File: config.mk
export PLATFORM = sky130hd
export DESIGN_NAME = cmtp_fifo
export DESIGN_NICKNAME = d
export VERILOG_FILES = /design/src/hw/rtl/cmtp_pkg.sv /design/src/hw/rtl/cmtp_fifo.sv
export SDC_FILE = /design/constraint.sdc
export NUM_CORES = 1
export LEC_CHECK = 0
export BUFFER_PORTS_ARGS = -buffer_cell sky130_fd_sc_hd__buf_4
export CAP_MARGIN = 20
export CORE_ASPECT_RATIO = 1.25
export CORE_MARGIN = 2
export CORE_UTILIZATION = 40
export CTS_CLUSTER_DIAMETER = 60
export DETAILED_ROUTE_END_ITERATION = 12
export HOLD_SLACK_MARGIN = 0.1
export PLACE_DENSITY_LB_ADDON = 0.15
export SYNTH_ARGS = -nofsm -noshare
export SYNTH_HDL_FRONTEND = slang
export SYNTH_SLANG_ARGS = --single-unit
export TNS_END_PERCENT = 1
File: constraint.sdc
create_clock -name i_clk -period 5.75 [get_ports i_clk]
set_clock_uncertainty 0.1 [all_clocks]
set_input_delay 0 -clock i_clk [delete_from_list [all_inputs] [get_ports i_clk]]
set_output_delay 0 -clock i_clk [all_outputs]
set_load 0.02 [all_outputs]
File: src/hw/rtl/cmtp_pkg.sv
// Package for the complex matrix trace product block.
// Item type carried from the front to the back, register codes and saturation helper.
// No dependencies.
`default_nettype none

package cmtp_pkg;

    localparam int CMTP_MAX_COLORS = 16;
    localparam int CMTP_QDEPTH     = 4;

    localparam int ELEM_W  = 24;
    localparam int PROD_W  = 2 * ELEM_W;
    localparam int TERM_W  = PROD_W + 1;
    localparam int ACC_W   = 56;
    localparam int SIZE_W  = 5;
    localparam int CFG_W   = 5;
    localparam int CFG_IDX_W = 1;

    // register indexes
    localparam logic [CFG_IDX_W-1:0] CFG_MATRIX_SIZE = 1'b0;
    localparam logic [CFG_IDX_W-1:0] CFG_TRACE_MODE  = 1'b1;

    // trace modes
    localparam logic MODE_CONJ  = 1'b0;
    localparam logic MODE_PLAIN = 1'b1;

    localparam logic [SIZE_W-1:0] SIZE_RESET = SIZE_W'(3);

    typedef struct packed {
        logic signed [ELEM_W-1:0] a_re;
        logic signed [ELEM_W-1:0] a_im;
        logic signed [ELEM_W-1:0] b_re;
        logic signed [ELEM_W-1:0] b_im;
        logic signed [ACC_W-1:0]  start_value;
        logic                     first;
        logic                     last;
        logic                     mode;
    } t_cmtp_item;

    // Clamp a sum that is one bit wider than the accumulator.
    function automatic logic [ACC_W-1:0] sat_acc(input logic [ACC_W:0] sum);
        logic [ACC_W-1:0] res;
        if (sum[ACC_W] != sum[ACC_W-1]) begin
            res = sum[ACC_W] ? {1'b1, {(ACC_W-1){1'b0}}} : {1'b0, {(ACC_W-1){1'b1}}};
        end else begin
            res = sum[ACC_W-1:0];
        end
        return res;
    endfunction

    function automatic logic ovf_acc(input logic [ACC_W:0] sum);
        return sum[ACC_W] != sum[ACC_W-1];
    endfunction

endpackage

`default_nettype wire

File: src/hw/rtl/cmtp_fifo.sv
// Short item queue between front and back ends.
// Depends on cmtp_pkg.
`default_nettype none

module cmtp_fifo
    import cmtp_pkg::*;
#(
    parameter int DEPTH = CMTP_QDEPTH
) (
    input  wire logic       i_clk,
    input  wire logic       i_rst_n,
    input  wire logic       i_push,
    input  wire t_cmtp_item i_item,
    output logic            o_full,
    input  wire logic       i_pop,
    output logic            o_valid,
    output t_cmtp_item      o_item
);

    localparam int PTR_W = (DEPTH > 1) ? $clog2(DEPTH) : 1;
    localparam int CNT_W = $clog2(DEPTH + 1);

    t_cmtp_item       r_mem [DEPTH];
    logic [PTR_W-1:0] r_wptr;
    logic [PTR_W-1:0] r_rptr;
    logic [CNT_W-1:0] r_count;

    assign o_full  = (r_count == CNT_W'(DEPTH));
    assign o_valid = (r_count != '0);
    assign o_item  = r_mem[r_rptr];

    always_ff @(posedge i_clk) begin
        if (i_push) begin
            r_mem[r_wptr] <= i_item;
        end
    end

    always_ff @(posedge i_clk) begin
        if (!i_rst_n) begin
            r_wptr  <= '0;
            r_rptr  <= '0;
            r_count <= '0;
        end else begin
            if (i_push) begin
                r_wptr <= (r_wptr == PTR_W'(DEPTH - 1)) ? '0 : r_wptr + PTR_W'(1);
            end
            if (i_pop) begin
                r_rptr <= (r_rptr == PTR_W'(DEPTH - 1)) ? '0 : r_rptr + PTR_W'(1);
            end
            unique case ({i_push, i_pop})
                2'b10:   r_count <= r_count + CNT_W'(1);
                2'b01:   r_count <= r_count - CNT_W'(1);
                default: r_count <= r_count;
            endcase
        end
    end

`ifndef SYNTHESIS
    a_no_overflow: assert property (@(posedge i_clk) disable iff (!i_rst_n)
        r_count <= CNT_W'(DEPTH))
        else $error("queue count above depth");
    a_pop_nonempty: assert property (@(posedge i_clk) disable iff (!i_rst_n)
        i_pop |-> (r_count != '0))
        else $error("pop from empty queue");
    a_push_not_full: assert property (@(posedge i_clk) disable iff (!i_rst_n)
        i_push |-> !o_full)
        else $error("push into full queue");
`endif

endmodule

`default_nettype wire

==> out/metrics.yaml <==
final_area_mm2: 0.0310
synth_cell_types: 23
die_x_um: 218
post-route-drc-count: 0
outcome: "finished clean"
yosys.area_share.simple_pct: 0.438
r2r_cells: 3
grt_pass1_vias: 12800
min_to: "r_mem[2][100]$_DFFE_PP_"
cts_tree: "yes"
cts_buffers: 60
grt_overflow: 0
wl_per_cell_um: 20.8
max_stage_delay_ns: 0.88
placed_area_mm2: 0.0260
port_buffers: 315
synth-compound-area-share_pct: 0.131
final-seq-area_mm2: 0.0188
cts_root_buf: "clkbuf_16"
cp.required_ns: 5.65
nNetsFinal: 1692
cp_slowest_cell: "buf_4"
worst_pin_slew_ns: 1.09
r2r-end: "r_mem[3][6]$_DFFE_PP_"
period_share_pct: 54.2
maxSlewViolCount: 0
syn_to_final_growth_pct: 35.8
path_cells: "buf_4, mux4_2, buf_4"
synth_area_per_cell_um2: 26.7
grt_max_degree: 120
vias_per_cell: 4.89
drt_iter0_drc: 660
grt_setup_unrepaired: "no"
grt_antenna_before_repair: 0
setup_viol: 0
peakVddDrop_v: 0.000279
maxCapViolCount: 0
seq_power_share_pct: 52.0
cts.sinks: 629
swShare_pct: 21.9
multiInputGateArea_mm2: 0.00376
cellPowerDensity_mw_per_mm2: 328
finalHoldViolCount: 0
die_y_um: 271
drive_above_1_share_pct: 35.8
dp_hpwl_um: 27000
cpMostUsedCell: "buf_4"
synth_fp_nets: 1022
ctsResizeCount: 0
nFillCells: 4340
core_area_mm2: 0.0562
dr_total_vias: 11300
crit_arrival_ns: 3.01
cts_max_path_buffers: 3
gp_congestion: 0.686
ys_ff_latch: 629
power.leakage_nw: 10.5
clkTransAtPathRegs_ns: 0.06
hold_path.class: "in -> reg"
r2r-start: "r_wptr[0]$_SDFFE_PN0P_"
num_rows: 97
p_sw_mw: 2.23
first_pass_iters: 4
initial_core_util_pct: 40.6
holdPathStages: 2
fmax_ghz: 0.321
endpoint_kind: "output port"
synth-xor-area-share_pct: 0.0767
start_kind: "flop"
synth_top_family_by_area: "multiplexers"
synthCells: 856
power.share.combinational_pct: 11.8
fin_util_pct: 55.2
antennaDiodeCount: 0
ant_nets: 0
fin_crit_ns: 3.11
dieArea_mm2: 0.0590
pwr-share-clk_pct: 36.2
synth_fa_ha_area_share_pct: 0.416
synth_seq_area_share_pct: 82.3
htree_levels: 2
wirelength_um: 48200
syn-cell-area_mm2: 0.0228
slew_headroom_pct: 27.4
io_pins: 316
crit_type: "reg -> out"
fin_tns_setup_ns: 0
yosysWarnings: 0
worstSkewPairLatency_ns: 0.61
min-delay-start: "i_item[100]"
p_int_mw: 7.95
synthMuxAreaShare_pct: 15.4
cp_max_fo: 68
grt_util_all_layers_pct: 16.4
grt_pass1_wl_um: 73300
ff2ff_setup_slack_ns: 3.26
critical path: cells and delay by family (launching register included):
family	cells	cell delay, ns
flops	1	0.76
mux	1	0.46
buf+inv	2	1.06
placed cells by master (no fill, tap or decap), drive strengths merged:
master       netlist  routed
dfxtp              9       9
fa                 1       1
nand2              1       1
clkinv             0      19
edfxtp           620     620
dlygate4sd3        0     315
buf               32     327
o21ai              2       2
and2               6       6
nor2b              4       4
or3                2       2
ha                 6       6
a21oi              1       1
inv                6       8
xnor2              1       1
clkbuf             2      80
and3               1       1
o21a               1       1
mux2i              2       2
a21boi             1       1
mux4             155     155
nor3b              2       2
bufinv             0       4
xor2               1       1
synth_stat cells (all sizes together):
cell type  instances  area (um2)
mux2i              2        20.0
clkbuf             2        7.51
or3                2        12.5
and2               6        37.5
o21a               1        7.51
a21oi              1        5.00
nor2b              4        25.0
mux4             155        3490
nand2              1        3.75
fa                 1        20.0
xnor2              1        8.76
and3               1        6.26
edfxtp           620       18600
o21ai              2        10.0
xor2               1        8.76
dfxtp              9         180
a21boi             1        7.51
nor3b              2        15.0
ha                 6        75.1
buf               32         259
inv                6        22.5
flip-flops by register name, summed over array words and instances, names as in the netlist, named ones only:
| register | count |
|---|---|
| r_mem | 620 |
| r_rptr | 2 |
| r_count | 3 |
| r_wptr | 2 |
power by group through the flow:
stage / Clock [mW] / Combinational [mW] / Sequential [mW]
floorplan: 0 / 0.587 / 5.38
global placement: 0 / 1.05 / 5.38
detailed placement: 0 / 1.05 / 5.39
CTS: 3.81 / 1.23 / 5.29
global route: 3.98 / 1.28 / 5.30
finish: 3.69 / 1.20 / 5.29
cells by family (layout without fill, tap and decap cells):
logic type | after synthesis | count (layout)
and+or+nand+nor | 16 | 16
buffers and inverters | 40 | 753
AOI/OAI and AO/OA | 5 | 5
xor gates and xnor gates | 2 | 2
muxes | 157 | 157
DFF | 629 | 629
adders and majority gates | 7 | 7
worst max-delay path by stage:
stage / to / startpoint / slack (ns) / cells after the start
final: o_item[2] / flop / 2.64 / 3
after global routing: o_item[57] / flop / 2.38 / 3
after CTS: o_item[57] / flop / 2.48 / 3
after detailed placement: o_item[15] / flop / 3.16 / 3
after global placement: o_item[135] / flop / 3.17 / 3
after floorplan: r_mem[0][0]$_DFFE_PP_ / r_wptr[0]$_SDFFE_PN0P_ / 1.03 / 3
per-layer routing:
metal	routed length, um	track usage, %	up-vias
li1	-	-	5056
met1	18500	19.5	5905
met2	25500	29.5	278
met3	3200	4.31	72
met4	1020	4.37	0
met5	0	0	-
repair_timing:
action                    CTS  global route
buffers inserted            0             0
hold buffers              315             0
hold endpoints to repair  729             0
cell type report:
| type | instances | area share, % |
|---|---|---|
| well taps | 742 | 2.99 |
| clock inverters | 25 | 0.714 |
| flip-flops and latches | 629 | 60.6 |
| multi-input cells | 187 | 12.1 |
| repair buffers | 642 | 18.3 |
| clock buffers | 80 | 5.15 |
| inverters | 6 | 0.0726 |
through the flow:
stage | total power, mW | worst slack (ns) | cells | hold slack (ns)
after CTS | 10.3 | 2.48 | 2311 | 0.102
after global routing | 10.6 | 2.38 | 2311 | 0.117
after floorplan | 5.97 | 1.03 | 856 | -0.00113
after global placement | 6.43 | 3.17 | 1891 | 0.100
final | 10.2 | 2.64 | 2311 | 0.137
after detailed placement | 6.45 | 3.16 | 1891 | 0.103
(Power assumes the default switching activity.)
