**src/hw/rtl/cmtp_pkg.sv**
```systemverilog
// Package for the complex matrix trace product block.
// Item type carried from the front to the back, register codes and saturation helper.
// No dependencies.
`default_nettype none

package cmtp_pkg;

    localparam int CMTP_MAX_COLORS = 16;
    localparam int CMTP_QDEPTH     = 4;

    localparam int ELEM_W  = 24;
    localparam int PROD_W  = 2 * ELEM_W;
    localparam int TERM_W  = PROD_W + 1;
    localparam int ACC_W   = 56;
    localparam int SIZE_W  = 5;
    localparam int CFG_W   = 5;
    localparam int CFG_IDX_W = 1;

    // register indexes
    localparam logic [CFG_IDX_W-1:0] CFG_MATRIX_SIZE = 1'b0;
    localparam logic [CFG_IDX_W-1:0] CFG_TRACE_MODE  = 1'b1;

    // trace modes
    localparam logic MODE_CONJ  = 1'b0;
    localparam logic MODE_PLAIN = 1'b1;

    localparam logic [SIZE_W-1:0] SIZE_RESET = SIZE_W'(3);

    typedef struct packed {
        logic signed [ELEM_W-1:0] a_re;
        logic signed [ELEM_W-1:0] a_im;
        logic signed [ELEM_W-1:0] b_re;
        logic signed [ELEM_W-1:0] b_im;
        logic signed [ACC_W-1:0]  start_value;
        logic                     first;
        logic                     last;
        logic                     mode;
    } t_cmtp_item;

    // Clamp a sum that is one bit wider than the accumulator.
    function automatic logic [ACC_W-1:0] sat_acc(input logic [ACC_W:0] sum);
        logic [ACC_W-1:0] res;
        if (sum[ACC_W] != sum[ACC_W-1]) begin
            res = sum[ACC_W] ? {1'b1, {(ACC_W-1){1'b0}}} : {1'b0, {(ACC_W-1){1'b1}}};
        end else begin
            res = sum[ACC_W-1:0];
        end
        return res;
    endfunction

    function automatic logic ovf_acc(input logic [ACC_W:0] sum);
        return sum[ACC_W] != sum[ACC_W-1];
    endfunction

endpackage

`default_nettype wire

```
**src/hw/rtl/cmtp_front.sv**
```systemverilog
// Front end: configuration registers, element counting and item tagging.
// Depends on cmtp_pkg.
`default_nettype none

module cmtp_front
    import cmtp_pkg::*;
#(
    parameter int MAX_COLORS = CMTP_MAX_COLORS
) (
    input  wire logic                 i_clk,
    input  wire logic                 i_rst_n,
    input  wire logic                 i_cfg_we,
    input  wire logic [CFG_IDX_W-1:0] i_cfg_idx,
    input  wire logic [CFG_W-1:0]     i_cfg_data,
    input  wire logic                 i_in_valid,
    output logic                      o_in_ready,
    input  wire logic [ELEM_W-1:0]    i_a_re,
    input  wire logic [ELEM_W-1:0]    i_a_im,
    input  wire logic [ELEM_W-1:0]    i_b_re,
    input  wire logic [ELEM_W-1:0]    i_b_im,
    input  wire logic [ACC_W-1:0]     i_start_value,
    input  wire logic                 i_q_full,
    output logic                      o_push,
    output t_cmtp_item                o_item
);

    localparam int CNT_W = $clog2(MAX_COLORS * MAX_COLORS + 1);

    logic [SIZE_W-1:0] r_size;
    logic              r_mode;
    logic [CNT_W-1:0]  r_count;
    logic [CNT_W-1:0]  n_count;
    logic [SIZE_W-1:0] size_eff;
    logic [CNT_W-1:0]  total;
    logic [CNT_W-1:0]  count_inc;
    logic              is_last;

    always_ff @(posedge i_clk) begin
        if (!i_rst_n) begin
            r_size <= SIZE_RESET;
            r_mode <= MODE_CONJ;
        end else if (i_cfg_we) begin
            unique case (i_cfg_idx)
                CFG_MATRIX_SIZE: r_size <= i_cfg_data[SIZE_W-1:0];
                CFG_TRACE_MODE:  r_mode <= i_cfg_data[0];
            endcase
        end
    end

    always_comb begin
        if (r_size == '0) begin
            size_eff = SIZE_W'(1);
        end else if (r_size > SIZE_W'(MAX_COLORS)) begin
            size_eff = SIZE_W'(MAX_COLORS);
        end else begin
            size_eff = r_size;
        end
        total     = CNT_W'(size_eff) * CNT_W'(size_eff);
        count_inc = r_count + CNT_W'(1);
        is_last   = count_inc >= total;
        n_count   = is_last ? '0 : count_inc;
    end

    assign o_in_ready = !i_q_full;
    assign o_push     = i_in_valid && o_in_ready;

    always_comb begin
        o_item.a_re        = i_a_re;
        o_item.a_im        = i_a_im;
        o_item.b_re        = i_b_re;
        o_item.b_im        = i_b_im;
        o_item.start_value = i_start_value;
        o_item.first       = (r_count == '0);
        o_item.last        = is_last;
        o_item.mode        = r_mode;
    end

    always_ff @(posedge i_clk) begin
        if (!i_rst_n) begin
            r_count <= '0;
        end else if (o_push) begin
            r_count <= n_count;
        end
    end

`ifndef SYNTHESIS
    a_count_below_total: assert property (@(posedge i_clk) disable iff (!i_rst_n)
        r_count < CNT_W'(MAX_COLORS * MAX_COLORS))
        else $error("element count reached the matrix bound");
    a_first_after_last: assert property (@(posedge i_clk) disable iff (!i_rst_n)
        (o_push && is_last) |=> (r_count == '0))
        else $error("count not cleared after last element");
    a_cfg_no_count_move: assert property (@(posedge i_clk) disable iff (!i_rst_n)
        !o_push |=> $stable(r_count))
        else $error("count moved without an item");
`endif

endmodule

`default_nettype wire

```
**config.mk**
```make
export PLATFORM = sky130hd
export DESIGN_NAME = cmtp_front
export DESIGN_NICKNAME = d
export VERILOG_FILES = /design/src/hw/rtl/cmtp_pkg.sv /design/src/hw/rtl/cmtp_front.sv
export SDC_FILE = /design/constraint.sdc
export NUM_CORES = 1
export LEC_CHECK = 0
export BUFFER_PORTS_ARGS = -buffer_cell sky130_fd_sc_hd__buf_2
export CELL_PAD_IN_SITES_DETAIL_PLACEMENT = 0
export CELL_PAD_IN_SITES_GLOBAL_PLACEMENT = 1
export CORE_MARGIN = 2
export CORE_UTILIZATION = 18
export DETAILED_ROUTE_END_ITERATION = 16
export GPL_ROUTABILITY_DRIVEN = 1
export GPL_TIMING_DRIVEN = 0
export PLACE_DENSITY = 0.84
export SLEW_MARGIN = 20
export SYNTH_ARGS = -nofsm -noshare
export SYNTH_HDL_FRONTEND = slang
export SYNTH_SLANG_ARGS = --single-unit
```
**constraint.sdc**
```tcl
create_clock -name i_clk -period 4.6 [get_ports i_clk]
set_clock_uncertainty 0.15 [all_clocks]
set_input_delay 0.46 -clock i_clk [delete_from_list [all_inputs] [get_ports i_clk]]
set_output_delay 0.46 -clock i_clk [all_outputs]
set_load 0.02 [all_outputs]
```
==> results.md <==
- Final instance area: 3794 um2
- First-pass GRT wire length: 8231 um
- CTS root buf: clkbuf_16
- Die height: 123.0 um
- Routed vias/inst: 3.560
- PortBufs: 167
- Starting density of the core: 18.42%
- Register area share after synthesis: 11.79%
- Gpl congestion: 0.7133
- Crit path buffers/inverters: 4
- Max Freq: 0.2262 GHz
- Slew margin rel.: 64.81%
- Critical Path Max Stage Delay: 0.49 ns
- Distinct cells, synth: 45
- Post-synth EDFFs: 0
- Final Slew Violations: 0
- Slowest cell on the critical path: fa_1
- Area Growth Syn to Fin: 48.92%
- R2R setup slack: 0.58 ns
- Inserted Clock Buffers: 3
- Worst-Margin Slew: 0.5230 ns
- Cts hold-fix bufs: 0
- Clock sinks: 15
- Hold Crit Class: in -> reg
- CP Data Arrival Time: 3.81 ns
- Clock buffer depth: 2
- Max Cap Violations: 0
- IO Count: 320
- GRT Resource Usage Total: 6.589%
- Commonest non-fill, non-tap cell in the layout: buf_2
- Via count: 2378
- Dominant synthesized flop cell: dfxtp_1
- Nets@finish: 674
- Vias in the first global route: 1941
- Hold path depth: 3
- Avg Cell Area, Syn: 8.191 um2
- Clock-pin slew on the worst setup and hold paths: 0.05 ns
- Register bit total from synthesis: 15
- Drt first pass iters: 4
- Largest net degree at the start of global routing: 11
- Most frequent cells in the layout: 168 x buf_2, 160 x buf_4, 17 x ha_1
- Fin crit share: 96.11%
- Syn Inst Count: 311
- Synth warn: 0
- Worst hold start: i_cfg_data[1]
- CP Capture Type: output pin
- Initial antenna violation count: 0
- Post-synthesis cell area: 2547 um2
- Fin crit period: 4.421 ns
- Max IR drop VDD: 0.09603 mV
- Row count: 43
- Worst-case reg-to-reg path depth: 18
- Final hold violations: 0
- Total length of routed wires: 6061 um
- Global route overflow: 0
- H-tree level count: 1
- Post-DP HPWL: 5241 um
- RSZ-0062 raised after global routing: false
- Critical path class: reg -> out
- Placed Area: 3612 um2
- Clock Latency Late Sink: 0.25 ns
- Req. time, crit path: 3.99 ns
- Core ar.: 13830 um2
- Share of post-route cells with drive strength above 1: 71.93%
- CP cell instances: and2b_2 > nand2_4 > fa_1 > fa_1 > inv_1 > ha_2 > ha_4 > a21oi_4 > o21bai_1 > a21oi_1 > xnor2_1 > ha_1 > a21oi_1 > o21ai_1 > a21oi_4 > inv_1 > buf_4 > buf_6
- Diodes inserted: 0
- R2R Path End: r_count[5]
- Crit-path max FO: 4
- RR Startpoint: r_size[4]
- WL/cell: 9.073 um
- Status: finished clean
- DIE AREA: 15120 um2
- Post-route ant nets: 0
- Hold Crit Endpoint: r_size[1]
- Initial detailed-routing violation count: 52
- Die X: 123.0 um
- Async set or reset register ratio after synthesis: 0%
- Leak Pwr: 2.110 nW
- Cell area power density: 173.3 nW/um2
- CP Launch Type: register
- # DRC: 0
- CP delay by family, top: adder cells
- Final setup fails: 0
- Final core utilization: 27.44%
- TritonCTS clock tree: yes
## Yosys cell counts (all sizes together) (3+ instances only)
| cell type | n | area, um2 |
|---|---|---|
| buf | 156 | 1166 |
| ha | 19 | 237.7 |
| dfxtp | 15 | 300.3 |
| nand2 | 11 | 41.29 |
| inv | 10 | 37.54 |
| nor2 | 8 | 37.54 |
| nor2b | 8 | 52.55 |
| a21oi | 7 | 46.30 |
| xnor2 | 7 | 61.31 |
| and2 | 6 | 37.54 |
| nand3 | 6 | 47.55 |
| o21ai | 6 | 30.02 |
| mux2i | 5 | 50.05 |
| xor2 | 5 | 51.30 |
| a32o | 4 | 40.04 |
| nand2b | 4 | 25.02 |
| a32oi | 3 | 26.28 |
| and3 | 3 | 23.77 |
| clkbuf | 3 | 11.26 |
| fa | 3 | 60.06 |
## layout make-up
class,count,area [um2]
Buffer,158,1174
Clock buffer,3,75.07
Clock inverter,1,5.005
Fill cell,1487,10030
Inverter,10,37.54
Multi-Input combinational cell,128,1085
Sequential cell,15,305.3
Tap cell,180,225.2
Timing Repair Buffer,173,887.1
## registers in the layout, summed over array words and instances, names as in the netlist
signal,count
r_count,9
r_size,5
r_mode,1
## routing by layer
layer | GRT usage [%] | up-vias | share of wire [%]
li1 | - | 1213 | -
met5 | 0 | - | 0
met3 | 1.476 | 0 | 13
met4 | 0.6466 | 0 | 0
met1 | 7.723 | 998 | 35
met2 | 12.53 | 167 | 52
## power by group
part           leakage [nW]  switching (mW)  internal (mW)  total (mW)
logic                  1.95           0.177          0.170       0.347
clock network        0.0409          0.0547          0.116       0.171
registers             0.122         0.00568          0.134       0.140
## per-stage QoR
stage	hold WS [ns]	setup slack [ns]	total power [mW]	setup TNS (ns)	cells
floorplan	0.2938	0.1922	0.3957	0	312
global placement	0.3040	-0.2678	0.4763	-0.2678	659
detailed placement	0.3246	-0.2708	0.4799	-0.2708	659
CTS	0.2782	0.07572	0.6625	0	666
global route	0.3215	0.005136	0.7017	0	668
finish	0.2790	0.1792	0.6576	0	668
## worst max path at each step
| stage | from | endpoint | slack [ns] | cells past startpoint |
|---|---|---|---|---|
| 6_report | r_size[4] | o_item[1] | 0.18 | 18 |
| 5_1_grt | r_size[4] | o_item[1] | 0.005 | 18 |
| 4_1_cts | r_size[4] | o_item[1] | 0.08 | 18 |
| 3_5_place_dp | r_size[4] | o_item[1] | -0.27 | 19 |
| 3_3_place_gp | r_size[4] | o_item[1] | -0.27 | 19 |
| 2_1_floorplan | r_size[4] | o_item[1] | 0.19 | 18 |
## what timing repair did
action / 4_1_cts / 5_1_grt
resized for setup: 10 / 6
setup buffers: 4 / 2
pin swaps: 7 / 11
setup endpoints to repair: 1 / 1
hold endpoints to repair: 0 / 0
## cell families after synthesis
| logic type | after synthesis | share of synthesized area (%) |
|---|---|---|
| AOI/OAI and AO/OA | 29 | 8.497 |
| xor gates and xnor gates | 12 | 4.421 |
| adders and majority gates | 22 | 11.69 |
| buffers and inverters | 169 | 47.69 |
| DFF | 15 | 11.79 |
| muxes | 5 | 1.965 |
| other | 2 | 0.2948 |
| and+or+nand+nor | 57 | 13.65 |
## worst register-to-register path, delay by kind of cell (launching register included)
kind | cells | cell delay (ns)
AOI/OAI and AO/OA | 7 | 0.96
and+or+nand+nor | 3 | 0.44
xor gates and xnor gates | 1 | 0.14
DFF | 1 | 0.34
adders and majority gates | 5 | 1.69
buffers and inverters | 2 | 0.23
Power figures use the tool's default switching activity.
